### config.mk
export PLATFORM = sky130hd
export DESIGN_NAME = first_substring_match_core
export DESIGN_NICKNAME = d
export VERILOG_FILES = /design/src/fsmatch_pkg.sv /design/src/fsmatch_cell.sv /design/src/first_substring_match_core.sv
export VERILOG_INCLUDE_DIRS = /design/src /design/src/src
export SDC_FILE = /design/constraint.sdc
export NUM_CORES = 1
export LEC_CHECK = 0
export BUFFER_PORTS_ARGS = -buffer_cell sky130_fd_sc_hd__buf_2
export CAP_MARGIN = 20
export CORE_MARGIN = 5
export CORE_UTILIZATION = 55
export CTS_CLUSTER_DIAMETER = 60
export CTS_CLUSTER_SIZE = 25
export DETAILED_ROUTE_END_ITERATION = 12
export PLACE_DENSITY = 0.7
export REMOVE_ABC_BUFFERS = 1
export SETUP_SLACK_MARGIN = 0.15
export SYNTH_ARGS = -nofsm -noshare
export SYNTH_HDL_FRONTEND = slang
export SYNTH_SLANG_ARGS = --single-unit
### constraint.sdc
create_clock -name clk_i -period 5.7 [get_ports clk_i]
set_input_delay 1.14 -clock clk_i [delete_from_list [all_inputs] [get_ports clk_i]]
set_output_delay 1.14 -clock clk_i [all_outputs]
set_load 0.005 [all_outputs]
### src/assert_macros.svh
// ----------------------------------------------------------------------------
// Assertion macros
// Shared concurrent assertion helpers. They sample on clk_i and are held off
// while rst_ni is low.
// ----------------------------------------------------------------------------
`ifndef ASSERT_MACROS_SVH
`define ASSERT_MACROS_SVH

`ifndef SYNTH

// The property must hold at every clock edge outside reset.
`define ASSERT_PROP(label, prop) \
  label: assert property (@(posedge clk_i) disable iff (!rst_ni) (prop)) \
    else $error("assertion failed");

// The expression must never be true outside reset.
`define ASSERT_NEVER(label, expr) \
  label: assert property (@(posedge clk_i) disable iff (!rst_ni) !(expr)) \
    else $error("forbidden condition seen");

`else

`define ASSERT_PROP(label, prop)
`define ASSERT_NEVER(label, expr)

`endif

`endif

### src/fsmatch_pkg.sv
`timescale 1ns / 1ps
// ----------------------------------------------------------------------------
// First substring match package
// Types, codes and defaults shared by the match cells and the top level.
// ----------------------------------------------------------------------------
package fsmatch_pkg;

  // Default sizes.
  localparam int unsigned     MaxPatternDef = 64;
  localparam logic [32:0]     MaxTextDef    = 33'd65536;

  // Fixed field widths.
  localparam int unsigned CountW = 17;
  localparam int unsigned PosW   = 16;

  typedef logic [7:0] byte_t;

  // Request operation codes.
  typedef enum logic {
    OP_PATTERN = 1'b0,
    OP_TEXT    = 1'b1
  } op_e;

  // Result status codes.
  typedef enum logic [1:0] {
    ST_FOUND     = 2'd0,
    ST_NOT_FOUND = 2'd1,
    ST_SHORT     = 2'd2,
    ST_OVERFLOW  = 2'd3
  } status_e;

  // Controls broadcast to every cell of the chain.
  typedef struct packed {
    logic text_en;  // a text byte is compared and the chain advances
    logic clear;    // partial-match bits return to zero
  } cell_ctrl_t;

endpackage

### src/fsmatch_cell.sv
`timescale 1ns / 1ps
// ----------------------------------------------------------------------------
// First substring match cell
// Holds one pattern byte and one partial-match bit. On each text byte the
// bit takes the neighbor's bit when the stored byte equals the text byte.
// ----------------------------------------------------------------------------
module fsmatch_cell import fsmatch_pkg::*; (
  input  logic       clk_i,
  input  logic       rst_ni,
  input  cell_ctrl_t ctrl_i,
  input  logic       load_i,    // this cell takes the pattern byte
  input  logic       active_i,  // this cell lies inside the pattern
  input  byte_t      value_i,
  input  logic       match_i,   // partial-match bit of the left neighbor
  output logic       match_o,   // registered partial-match bit
  output logic       next_o     // bit that the current text byte produces
);

  byte_t pat_q;
  logic  pm_q, pm_d;

  // The new bit extends the neighbor's partial match by one byte.
  assign next_o = match_i & active_i & (pat_q == value_i);

  always_comb begin
    pm_d = pm_q;
    if (ctrl_i.clear) begin
      pm_d = 1'b0;
    end else if (ctrl_i.text_en) begin
      pm_d = next_o;
    end
  end

  // Pattern byte storage needs no reset.
  always_ff @(posedge clk_i) begin
    if (load_i) begin
      pat_q <= value_i;
    end
  end

  always_ff @(posedge clk_i or negedge rst_ni) begin
    if (!rst_ni) begin
      pm_q <= 1'b0;
    end else begin
      pm_q <= pm_d;
    end
  end

  assign match_o = pm_q;

endmodule

### src/first_substring_match_core.sv
`timescale 1ns / 1ps
// ----------------------------------------------------------------------------
// First substring match core
// Searches a streamed text for the first occurrence of a stored pattern.
// ----------------------------------------------------------------------------
// Usage:
// Requests arrive on the in channel (in_valid_i, in_stall_o). A request with
// operation 0 loads one pattern byte; last marks the final pattern byte. The
// pattern stays stored, and a pattern byte after a finished pattern starts a
// new one. A request with operation 1 feeds one text byte; text bytes are
// dropped while no finished pattern exists. The text byte marked last
// produces one result (status, position) on the out channel (out_valid_o,
// out_stall_i) in the cycle after it is accepted.
// A text byte is broadcast along a row of MaxPattern cells, each comparing
// its pattern byte and passing its partial-match bit to the next cell, so
// a byte is accepted every cycle while in_stall_o is low.
// The single output register holds a result while out_stall_i is high; in
// that time in_stall_o is high too. Reset clears the pattern length, flags,
// partial-match bits and out_valid_o, but not pattern bytes or the result.
// ----------------------------------------------------------------------------
module first_substring_match_core import fsmatch_pkg::*; #(
  parameter int unsigned MaxPattern = MaxPatternDef,
  parameter logic [32:0] MaxText    = MaxTextDef
) (
  input  logic            clk_i,
  input  logic            rst_ni,
  input  logic            in_valid_i,
  output logic            in_stall_o,
  input  logic            operation_i,
  input  logic [7:0]      value_i,
  input  logic            last_i,
  output logic            out_valid_o,
  input  logic            out_stall_i,
  output logic [1:0]      status_o,
  output logic [PosW-1:0] position_o
);

  `include "assert_macros.svh"

  localparam int unsigned LenW     = $clog2(MaxPattern + 1);
  localparam logic [32:0] PosLimit = (MaxText > 33'd65536) ? 33'd65536 : MaxText;
  localparam logic [CountW-1:0] CountMax = {CountW{1'b1}};

  // Pattern and text state.
  logic [LenW-1:0]   len_q, len_d;
  logic              done_q, done_d;
  logic              ovf_q, ovf_d;
  logic [CountW-1:0] count_q, count_d;
  logic              found_q, found_d;
  logic [PosW-1:0]   mpos_q, mpos_d;

  // Output register.
  logic            out_valid_q, out_valid_d;
  status_e         status_q, status_d;
  logic [PosW-1:0] pos_q, pos_d;

  logic            accept, is_text, text_step, emit;
  logic [LenW-1:0] eff_len, top;
  logic            hit, record;
  logic [CountW-1:0] count_inc, cand_pos;
  cell_ctrl_t      ctrl;

  logic [MaxPattern-1:0] pm, next_bits, active, load, is_top, chain_in;

  // The input waits only while a result sits in a stalled output register.
  assign in_stall_o = out_valid_q & out_stall_i;
  assign accept     = in_valid_i & ~in_stall_o;
  assign is_text    = (op_e'(operation_i) == OP_TEXT);
  assign text_step  = accept & is_text & done_q;
  assign emit       = text_step & last_i;

  // A byte after a finished pattern starts a new one at index zero.
  assign eff_len = done_q ? '0 : len_q;
  assign top     = len_q - LenW'(1);

  assign ctrl.text_en = text_step;
  assign ctrl.clear   = (accept & ~is_text) | emit;

  // Row of cells, each fed by its left neighbor; the first cell gets a one.
  for (genvar i = 0; i < MaxPattern; i++) begin : g_cell
    if (i == 0) begin : g_head
      assign chain_in[i] = 1'b1;
    end else begin : g_body
      assign chain_in[i] = pm[i-1];
    end
    assign active[i] = (LenW'(i) < len_q);
    assign is_top[i] = (LenW'(i) == top) & (len_q != '0);
    assign load[i]   = accept & ~is_text & (eff_len == LenW'(i));

    fsmatch_cell u_cell (
      .clk_i    (clk_i),
      .rst_ni   (rst_ni),
      .ctrl_i   (ctrl),
      .load_i   (load[i]),
      .active_i (active[i]),
      .value_i  (value_i),
      .match_i  (chain_in[i]),
      .match_o  (pm[i]),
      .next_o   (next_bits[i])
    );
  end

  // Full match when the bit of the last pattern byte comes up.
  assign hit       = |(next_bits & is_top);
  assign cand_pos  = (count_q >= CountW'(top)) ? (count_q - CountW'(top)) : '0;
  assign record    = hit & ~found_q & (33'(cand_pos) < PosLimit);
  assign count_inc = (count_q == CountMax) ? count_q : (count_q + CountW'(1));

  // Next state of the pattern, text and result.
  always_comb begin
    len_d       = len_q;
    done_d      = done_q;
    ovf_d       = ovf_q;
    count_d     = count_q;
    found_d     = found_q;
    mpos_d      = mpos_q;
    out_valid_d = out_valid_q & out_stall_i;
    status_d    = status_q;
    pos_d       = pos_q;
    if (accept && !is_text) begin
      // Pattern byte: clears the text, stores or overflows.
      done_d  = last_i;
      count_d = '0;
      found_d = 1'b0;
      mpos_d  = '0;
      if (32'(eff_len) < MaxPattern) begin
        len_d = eff_len + LenW'(1);
        ovf_d = done_q ? 1'b0 : ovf_q;
      end else begin
        len_d = eff_len;
        ovf_d = 1'b1;
      end
    end else if (text_step) begin
      count_d = count_inc;
      if (record) begin
        found_d = 1'b1;
        mpos_d  = cand_pos[PosW-1:0];
      end
      if (last_i) begin
        out_valid_d = 1'b1;
        pos_d       = '0;
        if (ovf_q) begin
          status_d = ST_OVERFLOW;
        end else if (CountW'(len_q) > count_inc) begin
          status_d = ST_SHORT;
        end else if (found_d) begin
          status_d = ST_FOUND;
          pos_d    = mpos_d;
        end else begin
          status_d = ST_NOT_FOUND;
        end
        count_d = '0;
        found_d = 1'b0;
        mpos_d  = '0;
      end
    end
  end

  always_ff @(posedge clk_i or negedge rst_ni) begin
    if (!rst_ni) begin
      len_q       <= '0;
      done_q      <= 1'b0;
      ovf_q       <= 1'b0;
      count_q     <= '0;
      found_q     <= 1'b0;
      mpos_q      <= '0;
      out_valid_q <= 1'b0;
    end else begin
      len_q       <= len_d;
      done_q      <= done_d;
      ovf_q       <= ovf_d;
      count_q     <= count_d;
      found_q     <= found_d;
      mpos_q      <= mpos_d;
      out_valid_q <= out_valid_d;
    end
  end

  // Result payload needs no reset.
  always_ff @(posedge clk_i) begin
    status_q <= status_d;
    pos_q    <= pos_d;
  end

  assign out_valid_o = out_valid_q;
  assign status_o    = status_q;
  assign position_o  = pos_q;

  // A final text byte always leaves a result in the output register.
  `ASSERT_PROP(a_emit_result, emit |=> out_valid_q)
  // Only a found result carries a nonzero position.
  `ASSERT_NEVER(a_pos_zero, out_valid_q && (status_q != ST_FOUND) && (pos_q != '0))
  // Partial-match bits never sit outside the stored pattern.
  `ASSERT_NEVER(a_pm_inside, (pm & ~active) != '0)
  // Overflow only happens with a full pattern store.
  `ASSERT_PROP(a_ovf_full, ovf_q |-> (32'(len_q) == MaxPattern))
  // A recorded match belongs to a finished pattern.
  `ASSERT_PROP(a_found_done, found_q |-> done_q)

endmodule
---- After elaboration in Yosys (flattened, before gate mapping) ----
Index checks and enable logic that the tools add are counted.
storage, ports and cells
  logic and storage cells ................. 833
  bits of input ports ..................... 14
  bits in registers ....................... 637
  output and inout port bits .............. 20
operators by class
  eq/ne operators ......................... 192
  bitwise logic cells ..................... 270
  order comparisons ....................... 68
  add/sub/neg operators ................... 4
  muxes and demuxes ....................... 150
  reduce and logical (&&, ||, !) cells .... 12
operator list
  kind                     count
  $eq A8 B8 Y1             64
  $and A1 B1 Y1            263
  $eq A6 B7 Y1 const A     32
  $eq A7 B6 Y1 const B     32
  $lt A6 B7 Y1 const A     32
  $mux W1                  139
  $eq A5 B7 Y1 const A     16
  $eq A7 B5 Y1 const B     16
  $lt A5 B7 Y1 const A     16
  $mux W17                 5
  $and A64 B64 Y64         1
  $mux W16                 4
  $reduce_or A64 Y1        1
  $eq A4 B7 Y1 const A     8
  $eq A7 B4 Y1 const B     8
  $lt A4 B7 Y1 const A     8
  $eq A3 B7 Y1 const A     4
  $eq A7 B3 Y1 const B     4
  $lt A3 B7 Y1 const A     4
  $add A17 B1 Y17 const B  1
  $eq A17 B17 Y1 const B   1
  $ge A17 B7 Y1            1
  $gt A7 B17 Y1            1
  $lt A17 B17 Y1 const B   1
  other kinds (23)         34

---- Depth between registers and ports, before layout ----
  depth in word-level cells ............... 13
  depth in mapped cells ................... 18
  mapped depth without buffers ............ 16

---- Modules after synthesis ----
From an unflattened synthesis, not the netlist that was laid out.
unflattened totals
  cell total of the unflattened synthesis .. 2,469
  area, all modules ....................... 30,643.1 um2
by module, submodules not included
  module                      seq. area each (um2)  instances  cells an instance  area an instance (um2)
  fsmatch_cell                265.3                 64         26                 384.1
  first_substring_match_core  1,641.6               1          805                6,059.6

---- Worst setup path before layout ----
No wires, ideal clock.
  path kind ............................... reg-to-reg
  start point ............................. reg count_q[1]
  end point ............................... reg pos_q[10], in the netlist position_o[10] (data pin)
  slack ................................... 1.771 ns
  required time ........................... 5.437 ns
  clock period less this slack ............ 3.929 ns
  stages on the path, launching flop included .. 19
  data arrival time ....................... 3.666 ns
  library setup time ...................... 0.263 ns
  path through ............................ dfrtp_1 -> ha_1 -> nand2_1 -> nor4_2 -> nand3_1 -> nand4_1 -> xor2_1 -> ha_1 -> nand4_1 -> nor2_1 -> nor4_1 -> nand4_1 -> a2111oi_0 -> or2_2 -> buf_2 -> nor2_2 -> buf_2 -> nand2_1 -> o41ai_1
between the ends
  longest elaborated chain between the ends .. 9
  elaborated cells on any way between the ends .. 15
  those cells by class .................... 2 x add/sub; 3 x order compare; 1 x eq/ne; 6 x mux; 2 x bitwise; 1 x reduce/logical
ends and longest elaborated chain
  element                                           line                               source
  start, declared                                   first_substring_match_core.sv:48   logic [CountW-1:0] count_q, count_d;
  start signal, assigned                            first_substring_match_core.sv:172  count_q <= count_d;
  $sub A17 B7 Y17 or $ge A17 B7 Y1 (tied branches)  first_substring_match_core.sv:105  assign cand_pos = (count_q >= CountW'(top)) ? (count_q - CountW'(top)) : '0;
  $mux W17                                          first_substring_match_core.sv:105
  $lt A17 B17 Y1                                    first_substring_match_core.sv:106  assign record = hit & ~found_q & (33'(cand_pos) < PosLimit);
  $and A1 B1 Y1                                     first_substring_match_core.sv:106
  $mux W1                                           first_substring_match_core.sv:135  if (record) begin
  $mux W1                                           first_substring_match_core.sv:133  end else if (text_step) begin
  $mux W1                                           first_substring_match_core.sv:120  if (accept && !is_text) begin
  $not A1 Y1 (no line)                              --
  $reduce_or A3 Y1 (no line)                        --
  end signal, assigned                              first_substring_match_core.sv:182  pos_q <= pos_d;
  end, declared                                     first_substring_match_core.sv:55   logic [PosW-1:0] pos_q, pos_d;
Several ways; a longest one is shown, not always the timed one. The select of a mux whose other input is x is not followed.
A chain may end at the register's enable or synchronous reset.

---- Worst setup path in the final report ----
  start point ............................. reg count_q[6]
  end point ............................... reg pos_q[7], in the netlist position_o[7] (data pin)
Same word-level chain as after synthesis.

==> results_dict.tcl <==
set metrics [dict create \
    synthTopCellsByCount "edfxtp_1, xnor2_1, nand2_1, nor2_1, dfrtp_1" \
    max_freq_mhz 195 \
    grt_antenna_before_repair 0 \
    synth-seq-cells 637 \
    finalSetupViolations 0 \
    grt_start_max_net_pins 64 \
    crit_buf_inv 1 \
    fin_area_um2 32300 \
    die_area_um2 58300 \
    hp-class "in2async" \
    async_flop_share 0.168 \
    htreeDepth 2 \
    insertion_delay_ns 0.62 \
    final_cells 2968 \
    grt_overflow 0 \
    gp_congestion 0.964 \
    synthCells 2222 \
    drt_first_iter_violations 2154 \
    path_max_fanout 16 \
    io_pins 34 \
    finalWorstSetupSlack_ns 0.562 \
    ir_drop_uv 291 \
    cts.clk_slew.worst_paths_ns 0.10 \
    port_buffers 33 \
    avgSynthCellArea_um2 13.3 \
    yosys.area.top_type "edfxtp_1" \
    path_cells "nand4_1 -> nor4_4 -> nand3_1 -> nand2_1 -> xor2_1 -> ha_1 -> nand4_1 -> nor2_1 -> nor4_1 -> nand4_1 -> a2111oi_0 -> buf_4 -> or2_2 -> nor2_2 -> a22o_1" \
    via_count 18800 \
    finalHoldViolations 0 \
    p_leak_uw 0.0104 \
    nNetsFinal 2281 \
    viasPerCell 6.33 \
    drive_gt1_frac 0.0956 \
    placed_cell_area_um2 30700 \
    clock_skew_ns 0.0361 \
    dpl_worst_slack_ns 0.493 \
    outcome "complete, no violations" \
    worstMarginPinSlew_ns 1.06 \
    fin_setup_tns_ns 0 \
    synth_flop_cell "edfxtp_1" \
    critical_path.max_stage_delay_ns 0.74 \
    rsz0062_at_grt "no" \
    drv_cap 0 \
    cts-root-buf "clkbuf_16" \
    period_needed_ns 5.14 \
    drc 0 \
    clock_path_buffers 3 \
    end_kind "flip-flop" \
    relSlewSlack 0.293 \
    power_density_nw_per_um2 323 \
    min_period_over_period 0.901 \
    worstRegToRegCells 15 \
    worstSetupPathType "reg2reg" \
    drv_slew 0 \
    grt_usage 0.269 \
    cts_buffers 42 \
    crit_arrival_ns 5.49 \
    yosysTopAreaCellShare 0.540 \
    syn2layout_area_growth_pct 9.48 \
    die_h_um 241 \
    grt_pass1_wl_mm 118 \
    drt_wl_total_mm 78.2 \
    cp_top_family "simple AND/OR/NAND/NOR gates" \
    yosys-top-cells-area "edfxtp_1, xnor2_1, dfrtp_1, nand4_1, a22o_1" \
    grt_pass1_vias 18400 \
    core-area_um2 52900 \
    rrSetupSlack_ns 0.56 \
    critPathLaunchType "flip-flop" \
    crit_top_cell "nand4_1" \
    synthesis.area_um2 29500 \
    antenna_cells 0 \
    worstPathRequired_ns 6.05 \
    clkSinkCount 637 \
    holdBufCountCts 0 \
    cts_tree "done" \
    num_rows 84 \
    antenna_left 0 \
    post-synth-top-count-cell "edfxtp_1" \
    yosysWarnings 0 \
    initial_core_util 0.557 \
    whs_ns 0.386 \
    synth-edff-count 530 \
    r2r_start "count_q[6]" \
    wl_per_cell_um 26.3 \
    yosysUniqueCellTypes 83 \
    dpl.cell_count 2889 \
    timing.rr.end "position_o[7]" \
    firstDrtPassIters 6 \
    die_x_um 241 \
    synth_seq_area_share 0.631 \
    dpl.hpwl_mm 50.4 \
    cpMaxStageDelayCell "dfrtp_1" \
]
## metrics by stage
stage           util  power [uW]
4_1_cts        0.610       10400
6_report       0.610       10400
3_3_place_gp   0.580        7000
3_5_place_dp   0.580        7020
2_1_floorplan      -        6180
5_1_grt        0.610       10700
## cell type report
type | count | area, um2
clock buffers | 56 | 1270
clock inverters | 22 | 288
fillers | 4044 | 20600
inverters | 20 | 75.1
multi-input cells | 1433 | 10200
flip-flops and latches | 637 | 18600
well taps | 688 | 861
repair buffers | 112 | 948
## sequential cells by signal, indices dropped and copies added, names as in the netlist
name                   cells
g_cell.u_cell.match_o     63
out_valid_o                1
count_q                   17
done_q                     1
status_o                   2
found_q                    1
len_q                      7
g_cell.u_cell.pat_q      512
ovf_q                      1
position_o                16
mpos_q                    16
## placed cells by master (no fill, tap or decap), types with 46 or more instances in the layout
cell	synthesis	routed
edfxtp_1	530	530
xnor2_1	503	503
nand2_1	122	122
nor2_1	122	121
dfrtp_1	107	107
nand4_1	98	98
buf_4	0	69
nand3_1	68	68
a22o_1	57	57
nor3_1	58	56
clkbuf_16	0	47
o21ai_0	46	46
## per-layer routing
layer | GRT usage | wire length [um] | vias up
li1 | - | - | 8200
met2 | 0.402 | 34700 | 977
met5 | 0 | 0 | -
met4 | 0.0966 | 3100 | 0
met1 | 0.393 | 32600 | 9401
met3 | 0.0586 | 7760 | 203
## report_power, final
part           internal (uW)  switching (uW)  total, uW
combinational            551            1270       1830
sequential              5080            77.1       5160
clock                   1710            1730       3440
total                   7340            3090      10400
## worst max path at each step
stage,end,startpoint,slack [ns],cells past startpoint
final,position_o[7],count_q[6],0.56,15
after global placement,position_o[15],value_i[4],0.54,11
after detailed placement,position_o[7],count_q[6],0.49,15
after global routing,position_o[7],count_q[6],0.23,15
after CTS,position_o[7],count_q[6],0.45,15
after floorplan,mpos_q[10],out_stall_i,0.24,6
## worst register-to-register path: cells and delay by family, from the launching register on
kind | cells | cell delay, ns
AND/OR/NAND/NOR | 10 | 2.69
flip-flops | 1 | 0.74
AO/OA/AOI/OAI | 2 | 0.73
adder cells (fa/ha/maj) | 1 | 0.29
XOR/XNOR | 1 | 0.23
buffers and inverters | 1 | 0.23
## logic make-up after synthesis
group | synth area share
flops | 0.631
buf+inv | 0.0228
fa+ha+maj | 0.0103
mux | 0.00212
compound gates | 0.0728
xor+xnor | 0.162
simple gates | 0.0994
## timing repair
| item | CTS | global route |
|---|---|---|
| endpoints found under the setup margin | 0 | 16 |
| setup buffers | 0 | 0 |
| gates resized for setup | 0 | 1 |
Power figures use the tool's default switching activity.
